**src/hw/rtl/sffp_pkg.sv**
```systemverilog
package sffp_pkg;

  localparam int unsigned DIM_W    = 13;
  localparam int unsigned X_W      = 12;
  localparam int unsigned Y_W      = 18;
  localparam int unsigned STATUS_W = 2;

  // atlas width register is clamped to this before use
  localparam logic [DIM_W-1:0] MAX_DIM       = 13'd4096;
  localparam logic [DIM_W-1:0] ATLAS_W_RESET = 13'd1024;
  localparam logic [Y_W:0]     HEIGHT_LIMIT  = 19'd262143;

  localparam logic [STATUS_W-1:0] STATUS_OK       = 2'd0;
  localparam logic [STATUS_W-1:0] STATUS_BAD_SIZE = 2'd1;
  localparam logic [STATUS_W-1:0] STATUS_FULL     = 2'd2;

  typedef enum logic [1:0] {
    KIND_BAD,
    KIND_HIT,
    KIND_NEW
  } res_kind_e;

  typedef struct packed {
    logic [Y_W-1:0]   top;
    logic [DIM_W-1:0] tall;
    logic [DIM_W-1:0] fill;
  } row_t;

  typedef struct packed {
    logic      load;
    logic      rd_en;
    logic      commit;
    res_kind_e kind;
  } cmd_t;

  typedef struct packed {
    logic bad_size;
    logic issue_more;
    logic hit;
    logic out_free;
  } sts_t;

endpackage

```
**src/hw/rtl/sffp_req_if.sv**
```systemverilog
interface sffp_req_if;
  logic                           valid;
  logic                           ready;
  logic [sffp_pkg::DIM_W-1:0]     req_width;
  logic [sffp_pkg::DIM_W-1:0]     req_height;

  modport source (output valid, output req_width, output req_height, input ready);
  modport sink (input valid, input req_width, input req_height, output ready);
endinterface

```
**src/hw/rtl/sffp_res_if.sv**
```systemverilog
interface sffp_res_if;
  logic                           valid;
  logic                           ready;
  logic                           placed;
  logic [sffp_pkg::X_W-1:0]       pos_x;
  logic [sffp_pkg::Y_W-1:0]       pos_y;
  logic [sffp_pkg::STATUS_W-1:0]  status;
  logic                           opened_row;
  logic [sffp_pkg::Y_W-1:0]       total_height;

  modport source (output valid, output placed, output pos_x, output pos_y, output status,
                  output opened_row, output total_height, input ready);
  modport sink (input valid, input placed, input pos_x, input pos_y, input status,
                input opened_row, input total_height, output ready);
endinterface

```
**src/hw/rtl/sffp_cfg_if.sv**
```systemverilog
interface sffp_cfg_if;
  logic                           valid;
  logic                           ready;
  logic [sffp_pkg::DIM_W-1:0]     atlas_width;

  modport source (output valid, output atlas_width, input ready);
  modport sink (input valid, input atlas_width, output ready);
endinterface

```
**src/hw/rtl/shelf_first_fit_placer.sv**
```systemverilog
// channel   dir  signals                                        moves
// req_i     in   valid ready req_width req_height              one placement request
// res_o     out  valid ready placed pos_x pos_y status         one result per request
//                opened_row total_height
// cfg_i     in   valid ready atlas_width                        atlas width register write
//
// A request passes through accept, size check, a scan that compares one row per
// cycle through the registered row-table read port, and commit.
// With no fit every open row is compared; a hit at row k ends the scan at that row.
// Reset clears the row count and used height; row entries need no clearing.
// The result register lets the next request be accepted while a result waits; a commit
// stalls only while that register is still full and not being taken.
module shelf_first_fit_placer #(
  parameter int unsigned MAX_ROWS = 64
) (
  input  logic        clk_i,
  input  logic        rst_ni,
  sffp_req_if.sink    req_i,
  sffp_res_if.source  res_o,
  sffp_cfg_if.sink    cfg_i
);

  sffp_pkg::cmd_t cmd;
  sffp_pkg::sts_t sts;
  logic           req_ready;

  assign req_i.ready = req_ready;

  sffp_ctrl u_ctrl (
    .clk_i       (clk_i),
    .rst_ni      (rst_ni),
    .req_valid_i (req_i.valid),
    .req_ready_o (req_ready),
    .sts_i       (sts),
    .cmd_o       (cmd)
  );

  sffp_dpath #(
    .MAX_ROWS (MAX_ROWS)
  ) u_dpath (
    .clk_i        (clk_i),
    .rst_ni       (rst_ni),
    .req_width_i  (req_i.req_width),
    .req_height_i (req_i.req_height),
    .cmd_i        (cmd),
    .sts_o        (sts),
    .cfg          (cfg_i),
    .res          (res_o)
  );

  // one request in flight at a time
  a_one_in_flight: assert property (@(posedge clk_i) disable iff (!rst_ni)
    (req_i.valid && req_i.ready) |=> !req_i.ready)
    else $error("request accepted while another is in flight");

  // a commit never overwrites a result that is still waiting
  a_commit_free: assert property (@(posedge clk_i) disable iff (!rst_ni)
    cmd.commit |-> sts.out_free)
    else $error("commit while result register busy");

  a_commit_shows: assert property (@(posedge clk_i) disable iff (!rst_ni)
    cmd.commit |=> res_o.valid)
    else $error("committed result not presented");

  // no read is issued outside a scan that still has rows left
  a_read_bounded: assert property (@(posedge clk_i) disable iff (!rst_ni)
    cmd.rd_en |-> (sts.issue_more && !cmd.load && !cmd.commit))
    else $error("row read outside scan");

endmodule

```
**src/hw/rtl/sffp_ctrl.sv**
```systemverilog
module sffp_ctrl (
  input  logic           clk_i,
  input  logic           rst_ni,
  input  logic           req_valid_i,
  output logic           req_ready_o,
  input  sffp_pkg::sts_t sts_i,
  output sffp_pkg::cmd_t cmd_o
);

  typedef enum logic [1:0] {
    ST_IDLE,
    ST_CHECK,
    ST_SCAN,
    ST_COMMIT
  } state_e;

  state_e              state_q;
  sffp_pkg::res_kind_e kind_q;

  always_comb begin
    req_ready_o  = 1'b0;
    cmd_o.load   = 1'b0;
    cmd_o.rd_en  = 1'b0;
    cmd_o.commit = 1'b0;
    cmd_o.kind   = kind_q;
    case (state_q)
      ST_IDLE: begin
        req_ready_o = 1'b1;
        cmd_o.load  = req_valid_i;
      end
      ST_SCAN: begin
        cmd_o.rd_en = sts_i.issue_more && !sts_i.hit;
      end
      ST_COMMIT: begin
        cmd_o.commit = sts_i.out_free;
      end
      default: ;
    endcase
  end

  always_ff @(posedge clk_i or negedge rst_ni) begin
    if (!rst_ni) begin
      state_q <= ST_IDLE;
      kind_q  <= sffp_pkg::KIND_BAD;
    end else begin
      case (state_q)
        ST_IDLE: begin
          if (req_valid_i) state_q <= ST_CHECK;
        end
        ST_CHECK: begin
          if (sts_i.bad_size) begin
            kind_q  <= sffp_pkg::KIND_BAD;
            state_q <= ST_COMMIT;
          end else begin
            state_q <= ST_SCAN;
          end
        end
        ST_SCAN: begin
          // the last row read is being compared when no more rows are left to issue
          if (sts_i.hit) begin
            kind_q  <= sffp_pkg::KIND_HIT;
            state_q <= ST_COMMIT;
          end else if (!sts_i.issue_more) begin
            kind_q  <= sffp_pkg::KIND_NEW;
            state_q <= ST_COMMIT;
          end
        end
        ST_COMMIT: begin
          if (sts_i.out_free) state_q <= ST_IDLE;
        end
        default: state_q <= ST_IDLE;
      endcase
    end
  end

endmodule

```
**src/hw/rtl/sffp_dpath.sv**
```systemverilog
module sffp_dpath #(
  parameter int unsigned MAX_ROWS = 64
) (
  input  logic                         clk_i,
  input  logic                         rst_ni,
  input  logic [sffp_pkg::DIM_W-1:0]   req_width_i,
  input  logic [sffp_pkg::DIM_W-1:0]   req_height_i,
  input  sffp_pkg::cmd_t               cmd_i,
  output sffp_pkg::sts_t               sts_o,
  sffp_cfg_if.sink                     cfg,
  sffp_res_if.source                   res
);

  localparam int unsigned CW = $clog2(MAX_ROWS + 1);
  localparam int unsigned IW = (MAX_ROWS > 1) ? $clog2(MAX_ROWS) : 1;

  sffp_pkg::row_t                  mem [MAX_ROWS];
  sffp_pkg::row_t                  rd_data_q;
  logic                            rd_vld_q;
  logic [IW-1:0]                   cmp_idx_q;
  logic [CW-1:0]                   scan_idx_q;
  logic [CW-1:0]                   rows_open_q;
  logic [sffp_pkg::Y_W-1:0]        used_q;
  logic [sffp_pkg::DIM_W-1:0]      atlas_w_q;
  logic [sffp_pkg::DIM_W-1:0]      w_q;
  logic [sffp_pkg::DIM_W-1:0]      h_q;

  logic                            out_valid_q;
  logic                            placed_q;
  logic [sffp_pkg::X_W-1:0]        pos_x_q;
  logic [sffp_pkg::Y_W-1:0]        pos_y_q;
  logic [sffp_pkg::STATUS_W-1:0]   status_q;
  logic                            opened_q;
  logic [sffp_pkg::Y_W-1:0]        total_q;

  logic [sffp_pkg::DIM_W-1:0]      aw;
  logic [sffp_pkg::DIM_W:0]        fill_sum;
  logic [sffp_pkg::Y_W:0]          height_sum;
  logic                            full;
  logic                            we;
  logic [IW-1:0]                   wa;
  sffp_pkg::row_t                  wd;

  assign aw         = (atlas_w_q > sffp_pkg::MAX_DIM) ? sffp_pkg::MAX_DIM : atlas_w_q;
  assign fill_sum   = {1'b0, rd_data_q.fill} + {1'b0, w_q};
  assign height_sum = {1'b0, used_q} + {{(sffp_pkg::Y_W + 1 - sffp_pkg::DIM_W){1'b0}}, h_q};
  assign full       = (rows_open_q == CW'(MAX_ROWS)) || (height_sum > sffp_pkg::HEIGHT_LIMIT);

  assign sts_o.bad_size   = (w_q == '0) || (h_q == '0) || (w_q > aw);
  assign sts_o.issue_more = scan_idx_q < rows_open_q;
  assign sts_o.hit        = rd_vld_q && (h_q <= rd_data_q.tall) && (fill_sum <= {1'b0, aw});
  assign sts_o.out_free   = !out_valid_q || res.ready;

  assign cfg.ready = 1'b1;

  // rd_data_q and cmp_idx_q hold the hit row until commit: no read is issued after a hit
  always_comb begin
    we = 1'b0;
    wa = cmp_idx_q;
    wd = rd_data_q;
    if (cmd_i.commit) begin
      if (cmd_i.kind == sffp_pkg::KIND_HIT) begin
        we      = 1'b1;
        wd.fill = fill_sum[sffp_pkg::DIM_W-1:0];
      end else if (cmd_i.kind == sffp_pkg::KIND_NEW && !full) begin
        we      = 1'b1;
        wa      = rows_open_q[IW-1:0];
        wd.top  = used_q;
        wd.tall = h_q;
        wd.fill = w_q;
      end
    end
  end

  always_ff @(posedge clk_i) begin
    if (we) mem[wa] <= wd;
    if (cmd_i.rd_en) begin
      rd_data_q <= mem[scan_idx_q[IW-1:0]];
      cmp_idx_q <= scan_idx_q[IW-1:0];
    end
    if (cmd_i.load) begin
      w_q <= req_width_i;
      h_q <= req_height_i;
    end
    if (cmd_i.commit) begin
      placed_q <= 1'b0;
      pos_x_q  <= '0;
      pos_y_q  <= '0;
      opened_q <= 1'b0;
      total_q  <= used_q;
      case (cmd_i.kind)
        sffp_pkg::KIND_HIT: begin
          placed_q <= 1'b1;
          pos_x_q  <= rd_data_q.fill[sffp_pkg::X_W-1:0];
          pos_y_q  <= rd_data_q.top;
          status_q <= sffp_pkg::STATUS_OK;
        end
        sffp_pkg::KIND_NEW: begin
          if (full) begin
            status_q <= sffp_pkg::STATUS_FULL;
          end else begin
            placed_q <= 1'b1;
            pos_y_q  <= used_q;
            opened_q <= 1'b1;
            total_q  <= height_sum[sffp_pkg::Y_W-1:0];
            status_q <= sffp_pkg::STATUS_OK;
          end
        end
        default: status_q <= sffp_pkg::STATUS_BAD_SIZE;
      endcase
    end
  end

  always_ff @(posedge clk_i or negedge rst_ni) begin
    if (!rst_ni) begin
      rd_vld_q    <= 1'b0;
      scan_idx_q  <= '0;
      rows_open_q <= '0;
      used_q      <= '0;
      atlas_w_q   <= sffp_pkg::ATLAS_W_RESET;
      out_valid_q <= 1'b0;
    end else begin
      rd_vld_q <= cmd_i.rd_en;
      if (cfg.valid) atlas_w_q <= cfg.atlas_width;
      if (cmd_i.load) begin
        scan_idx_q <= '0;
      end else if (cmd_i.rd_en) begin
        scan_idx_q <= scan_idx_q + 1'b1;
      end
      if (cmd_i.commit && cmd_i.kind == sffp_pkg::KIND_NEW && !full) begin
        rows_open_q <= rows_open_q + 1'b1;
        used_q      <= height_sum[sffp_pkg::Y_W-1:0];
      end
      if (cmd_i.commit) begin
        out_valid_q <= 1'b1;
      end else if (res.ready) begin
        out_valid_q <= 1'b0;
      end
    end
  end

  assign res.valid        = out_valid_q;
  assign res.placed       = placed_q;
  assign res.pos_x        = pos_x_q;
  assign res.pos_y        = pos_y_q;
  assign res.status       = status_q;
  assign res.opened_row   = opened_q;
  assign res.total_height = total_q;

endmodule
```
**src/flat_wrapper.sv**
```systemverilog
// flat-port wrapper written by rule: the top's interface ports become plain ports
module shelf_first_fit_placer_flat 
#(
  parameter int unsigned MAX_ROWS = 64
)
  (clk_i, rst_ni, req_i_valid, req_i_req_width, req_i_req_height, req_i_ready, res_o_valid, res_o_placed, res_o_pos_x, res_o_pos_y, res_o_status, res_o_opened_row, res_o_total_height, res_o_ready, cfg_i_valid, cfg_i_atlas_width, cfg_i_ready);
  sffp_req_if req_i_i ();
  sffp_res_if res_o_i ();
  sffp_cfg_if cfg_i_i ();
  input  logic clk_i;
  input  logic rst_ni;
  input wire logic [$bits(req_i_i.valid)-1:0] req_i_valid;
  input wire logic [$bits(req_i_i.req_width)-1:0] req_i_req_width;
  input wire logic [$bits(req_i_i.req_height)-1:0] req_i_req_height;
  output wire logic [$bits(req_i_i.ready)-1:0] req_i_ready;
  output wire logic [$bits(res_o_i.valid)-1:0] res_o_valid;
  output wire logic [$bits(res_o_i.placed)-1:0] res_o_placed;
  output wire logic [$bits(res_o_i.pos_x)-1:0] res_o_pos_x;
  output wire logic [$bits(res_o_i.pos_y)-1:0] res_o_pos_y;
  output wire logic [$bits(res_o_i.status)-1:0] res_o_status;
  output wire logic [$bits(res_o_i.opened_row)-1:0] res_o_opened_row;
  output wire logic [$bits(res_o_i.total_height)-1:0] res_o_total_height;
  input wire logic [$bits(res_o_i.ready)-1:0] res_o_ready;
  input wire logic [$bits(cfg_i_i.valid)-1:0] cfg_i_valid;
  input wire logic [$bits(cfg_i_i.atlas_width)-1:0] cfg_i_atlas_width;
  output wire logic [$bits(cfg_i_i.ready)-1:0] cfg_i_ready;
  assign req_i_i.valid = req_i_valid;
  assign req_i_i.req_width = req_i_req_width;
  assign req_i_i.req_height = req_i_req_height;
  assign req_i_ready = req_i_i.ready;
  assign res_o_valid = res_o_i.valid;
  assign res_o_placed = res_o_i.placed;
  assign res_o_pos_x = res_o_i.pos_x;
  assign res_o_pos_y = res_o_i.pos_y;
  assign res_o_status = res_o_i.status;
  assign res_o_opened_row = res_o_i.opened_row;
  assign res_o_total_height = res_o_i.total_height;
  assign res_o_i.ready = res_o_ready;
  assign cfg_i_i.valid = cfg_i_valid;
  assign cfg_i_i.atlas_width = cfg_i_atlas_width;
  assign cfg_i_ready = cfg_i_i.ready;
  shelf_first_fit_placer #(.MAX_ROWS(MAX_ROWS)) u_core (.clk_i(clk_i), .rst_ni(rst_ni), .req_i(req_i_i), .res_o(res_o_i), .cfg_i(cfg_i_i));
endmodule
```
**config.mk**
```make
export PLATFORM = sky130hd
export DESIGN_NAME = shelf_first_fit_placer_flat
export DESIGN_NICKNAME = d
export VERILOG_FILES = /design/src/hw/rtl/sffp_pkg.sv /design/src/hw/rtl/sffp_req_if.sv /design/src/hw/rtl/sffp_res_if.sv /design/src/hw/rtl/sffp_cfg_if.sv /design/src/hw/rtl/shelf_first_fit_placer.sv /design/src/hw/rtl/sffp_ctrl.sv /design/src/hw/rtl/sffp_dpath.sv /design/src/flat_wrapper.sv
export SDC_FILE = /design/constraint.sdc
export NUM_CORES = 2
export LEC_CHECK = 0
export ABC_AREA = 1
export BUFFER_PORTS_ARGS = -buffer_cell sky130_fd_sc_hd__buf_2
export CAP_MARGIN = 15
export CORE_MARGIN = 3
export CORE_UTILIZATION = 40
export DETAILED_ROUTE_END_ITERATION = 8
export PLACE_DENSITY = 0.6
export REMOVE_ABC_BUFFERS = 1
export SLEW_MARGIN = 20
export SYNTH_ARGS = -nofsm -noshare
export SYNTH_HDL_FRONTEND = slang
export SYNTH_SLANG_ARGS = --single-unit
```
**constraint.sdc**
```tcl
create_clock -name clk_i -period 6.9 [get_ports clk_i]
set_input_delay 0.345 -clock clk_i [delete_from_list [all_inputs] [get_ports clk_i]]
set_output_delay 0.345 -clock clk_i [all_outputs]
set_load 0.02 [all_outputs]
```
==> Implementation_results.wiki <==
{| class="wikitable"
! Metric !! Value
|-
| Die extent in y || about 550 um
|-
| Final Routed Wirelength || around 390000 um
|-
| Number of gates given a new drive strength after cts || 0
|-
| Number of hold violations in the final report || 0
|-
| Clock root buffer master || clkbuf_16
|-
| Critical path startpoint category || flip-flop
|-
| Last element of the critical path || u_core.u_dpath.rd_data_q[8]
|-
| Buffers inserted during post-CTS setup optimization || 0
|-
| Number of detailed-route iterations in the first pass || 8
|-
| Sum of buffers and inverters on the critical path || 3
|-
| Number of nets in the layout || a little over 9000
|-
| Total CTS buffers || about 310
|-
| Number of buffers inserted by port buffering || just under 100
|-
| CTS Sinks || approximately 3000
|-
| Count of unique library cells instantiated by Yosys || 54
|-
| Number of rows in the core area || 199
|-
| Total non-filler cell area in the finished layout || roughly 140000 sq um
|-
| Peak Freq || 0.184 GHz
|-
| Number of nets with antenna violations after detailed routing || 0
|-
| Slew of the pin with the lowest slew margin || 1.18 ns
|-
| Floorplan die area || 304000 sq um
|-
| Placed cell area || around 130000 sq um
|-
| Number of hold-repair buffers added at the cts stage || 64
|-
| Maximum single-stage delay on the critical path || slightly below 0.9 ns
|-
| Worst setup path class || flip-flop to flip-flop
|-
| Max FO, Critical Path || 38
|-
| Area taken by flip-flops and latches || about 90000 sq um
|-
| Share of cells above drive strength 1 || about 9.9%
|-
| Shortest period the worst path allows || between 5 and 6 ns
|-
| Required time worst endpoint || approximately 7.5 ns
|-
| Clock tree from TritonCTS || yes
|-
| Die X || approximately 550 um
|-
| Drt initial violations || approximately 11000
|-
| Post-route DRC || 0
|-
| List of cells traversed by the critical path || ha_1, a21oi_1, nand2_1, nand2_1, nand3_1, a21oi_1, o21ai_0, xor2_1, ha_1, nand2_1, inv_1, nand4_1, nand3b_1, nand2_1, nand3_1, nand3_1, clkinv_2, buf_4
|-
| Initial cell density of the core || roughly two fifths
|-
| Static Leak || 43.5 nW
|-
| Unrepaired setup endpoints after global routing || no
|-
| Final worst path period share || approximately 79%
|-
| Area used by multi-input combinational logic || 27200 sq um
|-
| Clock transition time at the flip-flop clock pins of the worst setup and hold paths || approximately 0.060 ns
|-
| Total power density per cell area || ~450 nW/um^2
|-
| HP Class || input pin to asynchronous set/reset pin
|-
| Maximum count of clock buffers along a single path || 4
|-
| Maximum vdd drop || roughly 0.31 mV
|-
| Max-cap violations || 0
|-
| Insertion delay to the later sink of the worst-skew pair || roughly 0.94 ns
|-
| Post-synthesis cell area || between 100000 and 150000 sq um
|-
| Number of inserted filler cells in the final layout || approximately 26000
|-
| Total gr overflow || 0
|-
| Element type at the critical path end || flip-flop
|-
| R2R Setup Slk || between 1 and 1.5 ns
|-
| Count of final setup violators || 0
|-
| Launching instance or port of the critical path || u_core.u_dpath.w_q[2]
|-
| Combined global-route utilization of all metal layers || 24.7%
|-
| R2R Path Start || u_core.u_dpath.w_q[2]
|-
| Number of primary I/O pins || 99
|-
| Number of instances in the synthesized netlist || 8972
|-
| CP Data Arrival Time || around 6 ns
|-
| Clock tree skew after final layout || 0.0710 ns
|-
| Cell class contributing the biggest share of worst-path delay || simple AND/OR/NAND/NOR gates
|-
| Number of antenna violations at the first check in global routing || 33
|-
| Number of stages on the worst setup path || 18
|-
| Proportion of synthesized chip area in sequential cells || ~75%
|-
| Wire length per cell || ~29 um
|-
| Number of cells on the worst reg-to-reg path || 18
|-
| Pin count of the biggest net entering global routing || roughly 200
|-
| Worst R2R End || u_core.u_dpath.rd_data_q[8]
|-
| Detailed-route via count || just under 80000
|-
| Utilization after layout || a little under half
|-
| Deepest level of the CTS H-tree || 5
|-
| Area of the core region || just under 300000 sq um
|-
| Post-Place Cells || around 13000
|-
| Most repeated library cell on the critical path || nand2_1
|-
| Synth Register Bits || 2995
|-
| Placer's final routability congestion estimate || about 0.93
|-
| Non-filler instance count after layout || 13224
|-
| Slew HR || 20.7%
|-
| Synth Area per Inst || 13.3 sq um
|-
| Cell type of the slowest stage on the worst timing path || clkinv_2
|-
| Outcome || finished clean
|-
| Post-DP HPWL || roughly 220000 um
|-
| First-pass GRT wire length || between 500000 and 600000 um
|-
| Number of max-slew violations in the final report || 0
|-
| Area growth from synthesis to final layout || 14.4%
|-
| Number of vias per cell || 5.98
|-
| Yosys warning count || 0
|-
| Via count of the first global-routing pass || around 75000
|}
report_power, final:
| part | internal [W] | total, W | switching [W] |
|---|---|---|---|
| Sequential | 0.0237 | 0.0240 | 0.000384 |
| Clock | 0.00967 | 0.0170 | 0.00730 |
| Combinational | 0.00445 | 0.0202 | 0.0158 |
| Total | 0.0378 | 0.0612 | 0.0234 |
Yosys cell counts (all sizes together):
cell type  instances  share of area [%]
a21oi            156               0.66
a21boi             1             0.0063
o21bai             2              0.013
edfxtp          2944                 74
nand3b             3              0.019
clkinv             3             0.0095
a22o               1             0.0074
o21ai           1531                6.5
inv              139               0.44
o31ai              1             0.0063
o21a               1             0.0063
fa                 2              0.034
a21o               3              0.019
or2                1             0.0053
a31oi             10              0.053
o221ai           264                1.9
buf              136               0.55
o311ai             1             0.0074
a32o               5              0.042
nand4             65               0.36
ha                80               0.84
nor2            1528                4.9
mux2               4              0.038
nor4               7              0.037
conb               1             0.0032
o211ai            88               0.56
a221oi             8              0.059
nand2            675                2.2
nand3            294                1.3
o22ai            438                2.3
xor2              29               0.21
nor3               8              0.034
dfrtp             50                1.1
xnor2              7              0.052
dfstp              1              0.022
clkbuf           485                1.5
worst register-to-register path, cell delays in order (launching register included):
cell and delay [ns]:
edfxtp_1 0.46, ha_1 0.38, a21oi_1 0.22, nand2_1 0.12
nand2_1 0.09, nand3_1 0.13, a21oi_1 0.24, o21ai_0 0.19
xor2_1 0.20, ha_1 0.33, nand2_1 0.05, inv_1 0.09
nand4_1 0.10, nand3b_1 0.21, nand2_1 0.11, nand3_1 0.30
nand3_1 0.56, clkinv_2 0.87, buf_4 0.52
how the worst min path moves through the flow:
| stage | startpoint | end | slack (ns) | cells after the start |
|---|---|---|---|---|
| after detailed placement | u_core.u_dpath.rows_open_q[6] | u_core.u_dpath.rows_open_q[6] | 0.46 | 1 |
| after CTS | rst_ni | u_core.u_dpath.scan_idx_q[4] | 0.12 | 2 |
| after global placement | u_core.u_dpath.rows_open_q[6] | u_core.u_dpath.rows_open_q[6] | 0.46 | 1 |
| after global routing | rst_ni | u_core.u_dpath.scan_idx_q[4] | 0.19 | 2 |
| final | rst_ni | u_core.u_dpath.rows_open_q[6] | 0.16 | 2 |
| after floorplan | rst_ni | u_core.u_ctrl.kind_q[0] | 0.05 | 0 |
cell families (layout without fill, tap and decap cells):
kind of cell	after synthesis	in the layout	share of synthesized area, %
DFF	2995	2995	75.4
and+or+nand+nor	2581	2581	8.77
AOI/OAI and AO/OA	2510	2510	12.1
buffers and inverters	763	1084	2.53
adders and majority gates	82	82	0.875
xor gates and xnor gates	36	36	0.265
muxes	4	4	0.0378
other	1	13	0.00315
metal layers:
layer  vias up  track usage [%]  routed length, um
li1      33843                -                  -
met5         -                0                 87
met2      4295             37.7             175000
met4         8             12.1              20600
met1     40158             34.3             154000
met3       714             4.42              37000
cell usage in the layout (no fill, tap or decap), drive strengths merged, types with 2 or more instances in the layout:
| cell type | netlist | final |
|---|---|---|
| nand3b | 3 | 3 |
| diode | 0 | 12 |
| nor2 | 1528 | 1528 |
| a31oi | 10 | 10 |
| clkbuf | 485 | 385 |
| nor4 | 7 | 7 |
| nand3 | 294 | 294 |
| dlygate4sd3 | 0 | 64 |
| inv | 139 | 152 |
| a32o | 5 | 5 |
| clkinvlp | 0 | 7 |
| mux2 | 4 | 4 |
| a21o | 3 | 3 |
| xnor2 | 7 | 7 |
| o21bai | 2 | 2 |
| ha | 80 | 80 |
| o221ai | 264 | 264 |
| a221oi | 8 | 8 |
| nand2 | 675 | 675 |
| o22ai | 438 | 438 |
| a21oi | 156 | 156 |
| buf | 136 | 315 |
| nand4 | 65 | 65 |
| nor3 | 8 | 8 |
| edfxtp | 2944 | 2944 |
| o211ai | 88 | 88 |
| fa | 2 | 2 |
| o21ai | 1531 | 1531 |
| xor2 | 29 | 29 |
| dfrtp | 50 | 50 |
| clkinv | 3 | 131 |
| bufinv | 0 | 30 |
flip-flops by register name, indices dropped and copies added (netlist names):
| register | flops |
|---|---|
| u_core.u_dpath.res.pos_x | 12 |
| u_core.u_dpath.res.pos_y | 18 |
| u_core.u_ctrl.state_q | 2 |
| u_core.u_dpath.res.total_height | 18 |
| u_core.u_dpath.rd_vld_q | 1 |
| u_core.u_dpath.scan_idx_q | 7 |
| u_core.u_dpath.cmp_idx_q | 6 |
| u_core.u_dpath.res.placed | 1 |
| u_core.u_dpath.mem | 2816 |
| u_core.u_dpath.rd_data_q | 44 |
| u_core.u_ctrl.kind_q | 2 |
| u_core.u_dpath.h_q | 13 |
| u_core.u_dpath.res.status | 2 |
| u_core.u_dpath.rows_open_q | 7 |
| u_core.u_dpath.res.valid | 1 |
| u_core.u_dpath.res.opened_row | 1 |
| u_core.u_dpath.used_q | 18 |
| u_core.u_dpath.w_q | 13 |
| u_core.u_dpath.atlas_w_q | 13 |
through the flow:
stage / total power, W / setup TNS, ns / worst slack, ns / hold slack (ns)
after global placement: 0.0439 / 0 / 1.56 / 0.457
after global routing: 0.0635 / 0 / 1.10 / 0.194
final: 0.0612 / 0 / 1.45 / 0.155
after floorplan: 0.0340 / -4112.16 / -70.33 / 0.0494
after detailed placement: 0.0442 / 0 / 1.55 / 0.460
after CTS: 0.0611 / 0 / 1.52 / 0.121
final cells by class:
class	count	area share [%]
flip-flops and latches	2995	65.9
well taps	3919	3.60
clock inverters	178	1.52
repair buffers	379	2.55
multi-input cells	5214	20.0
clock buffers	385	6.01
diodes	12	0.0221
inverters	142	0.425
Note: power is estimated with default switching activity, not from simulation.
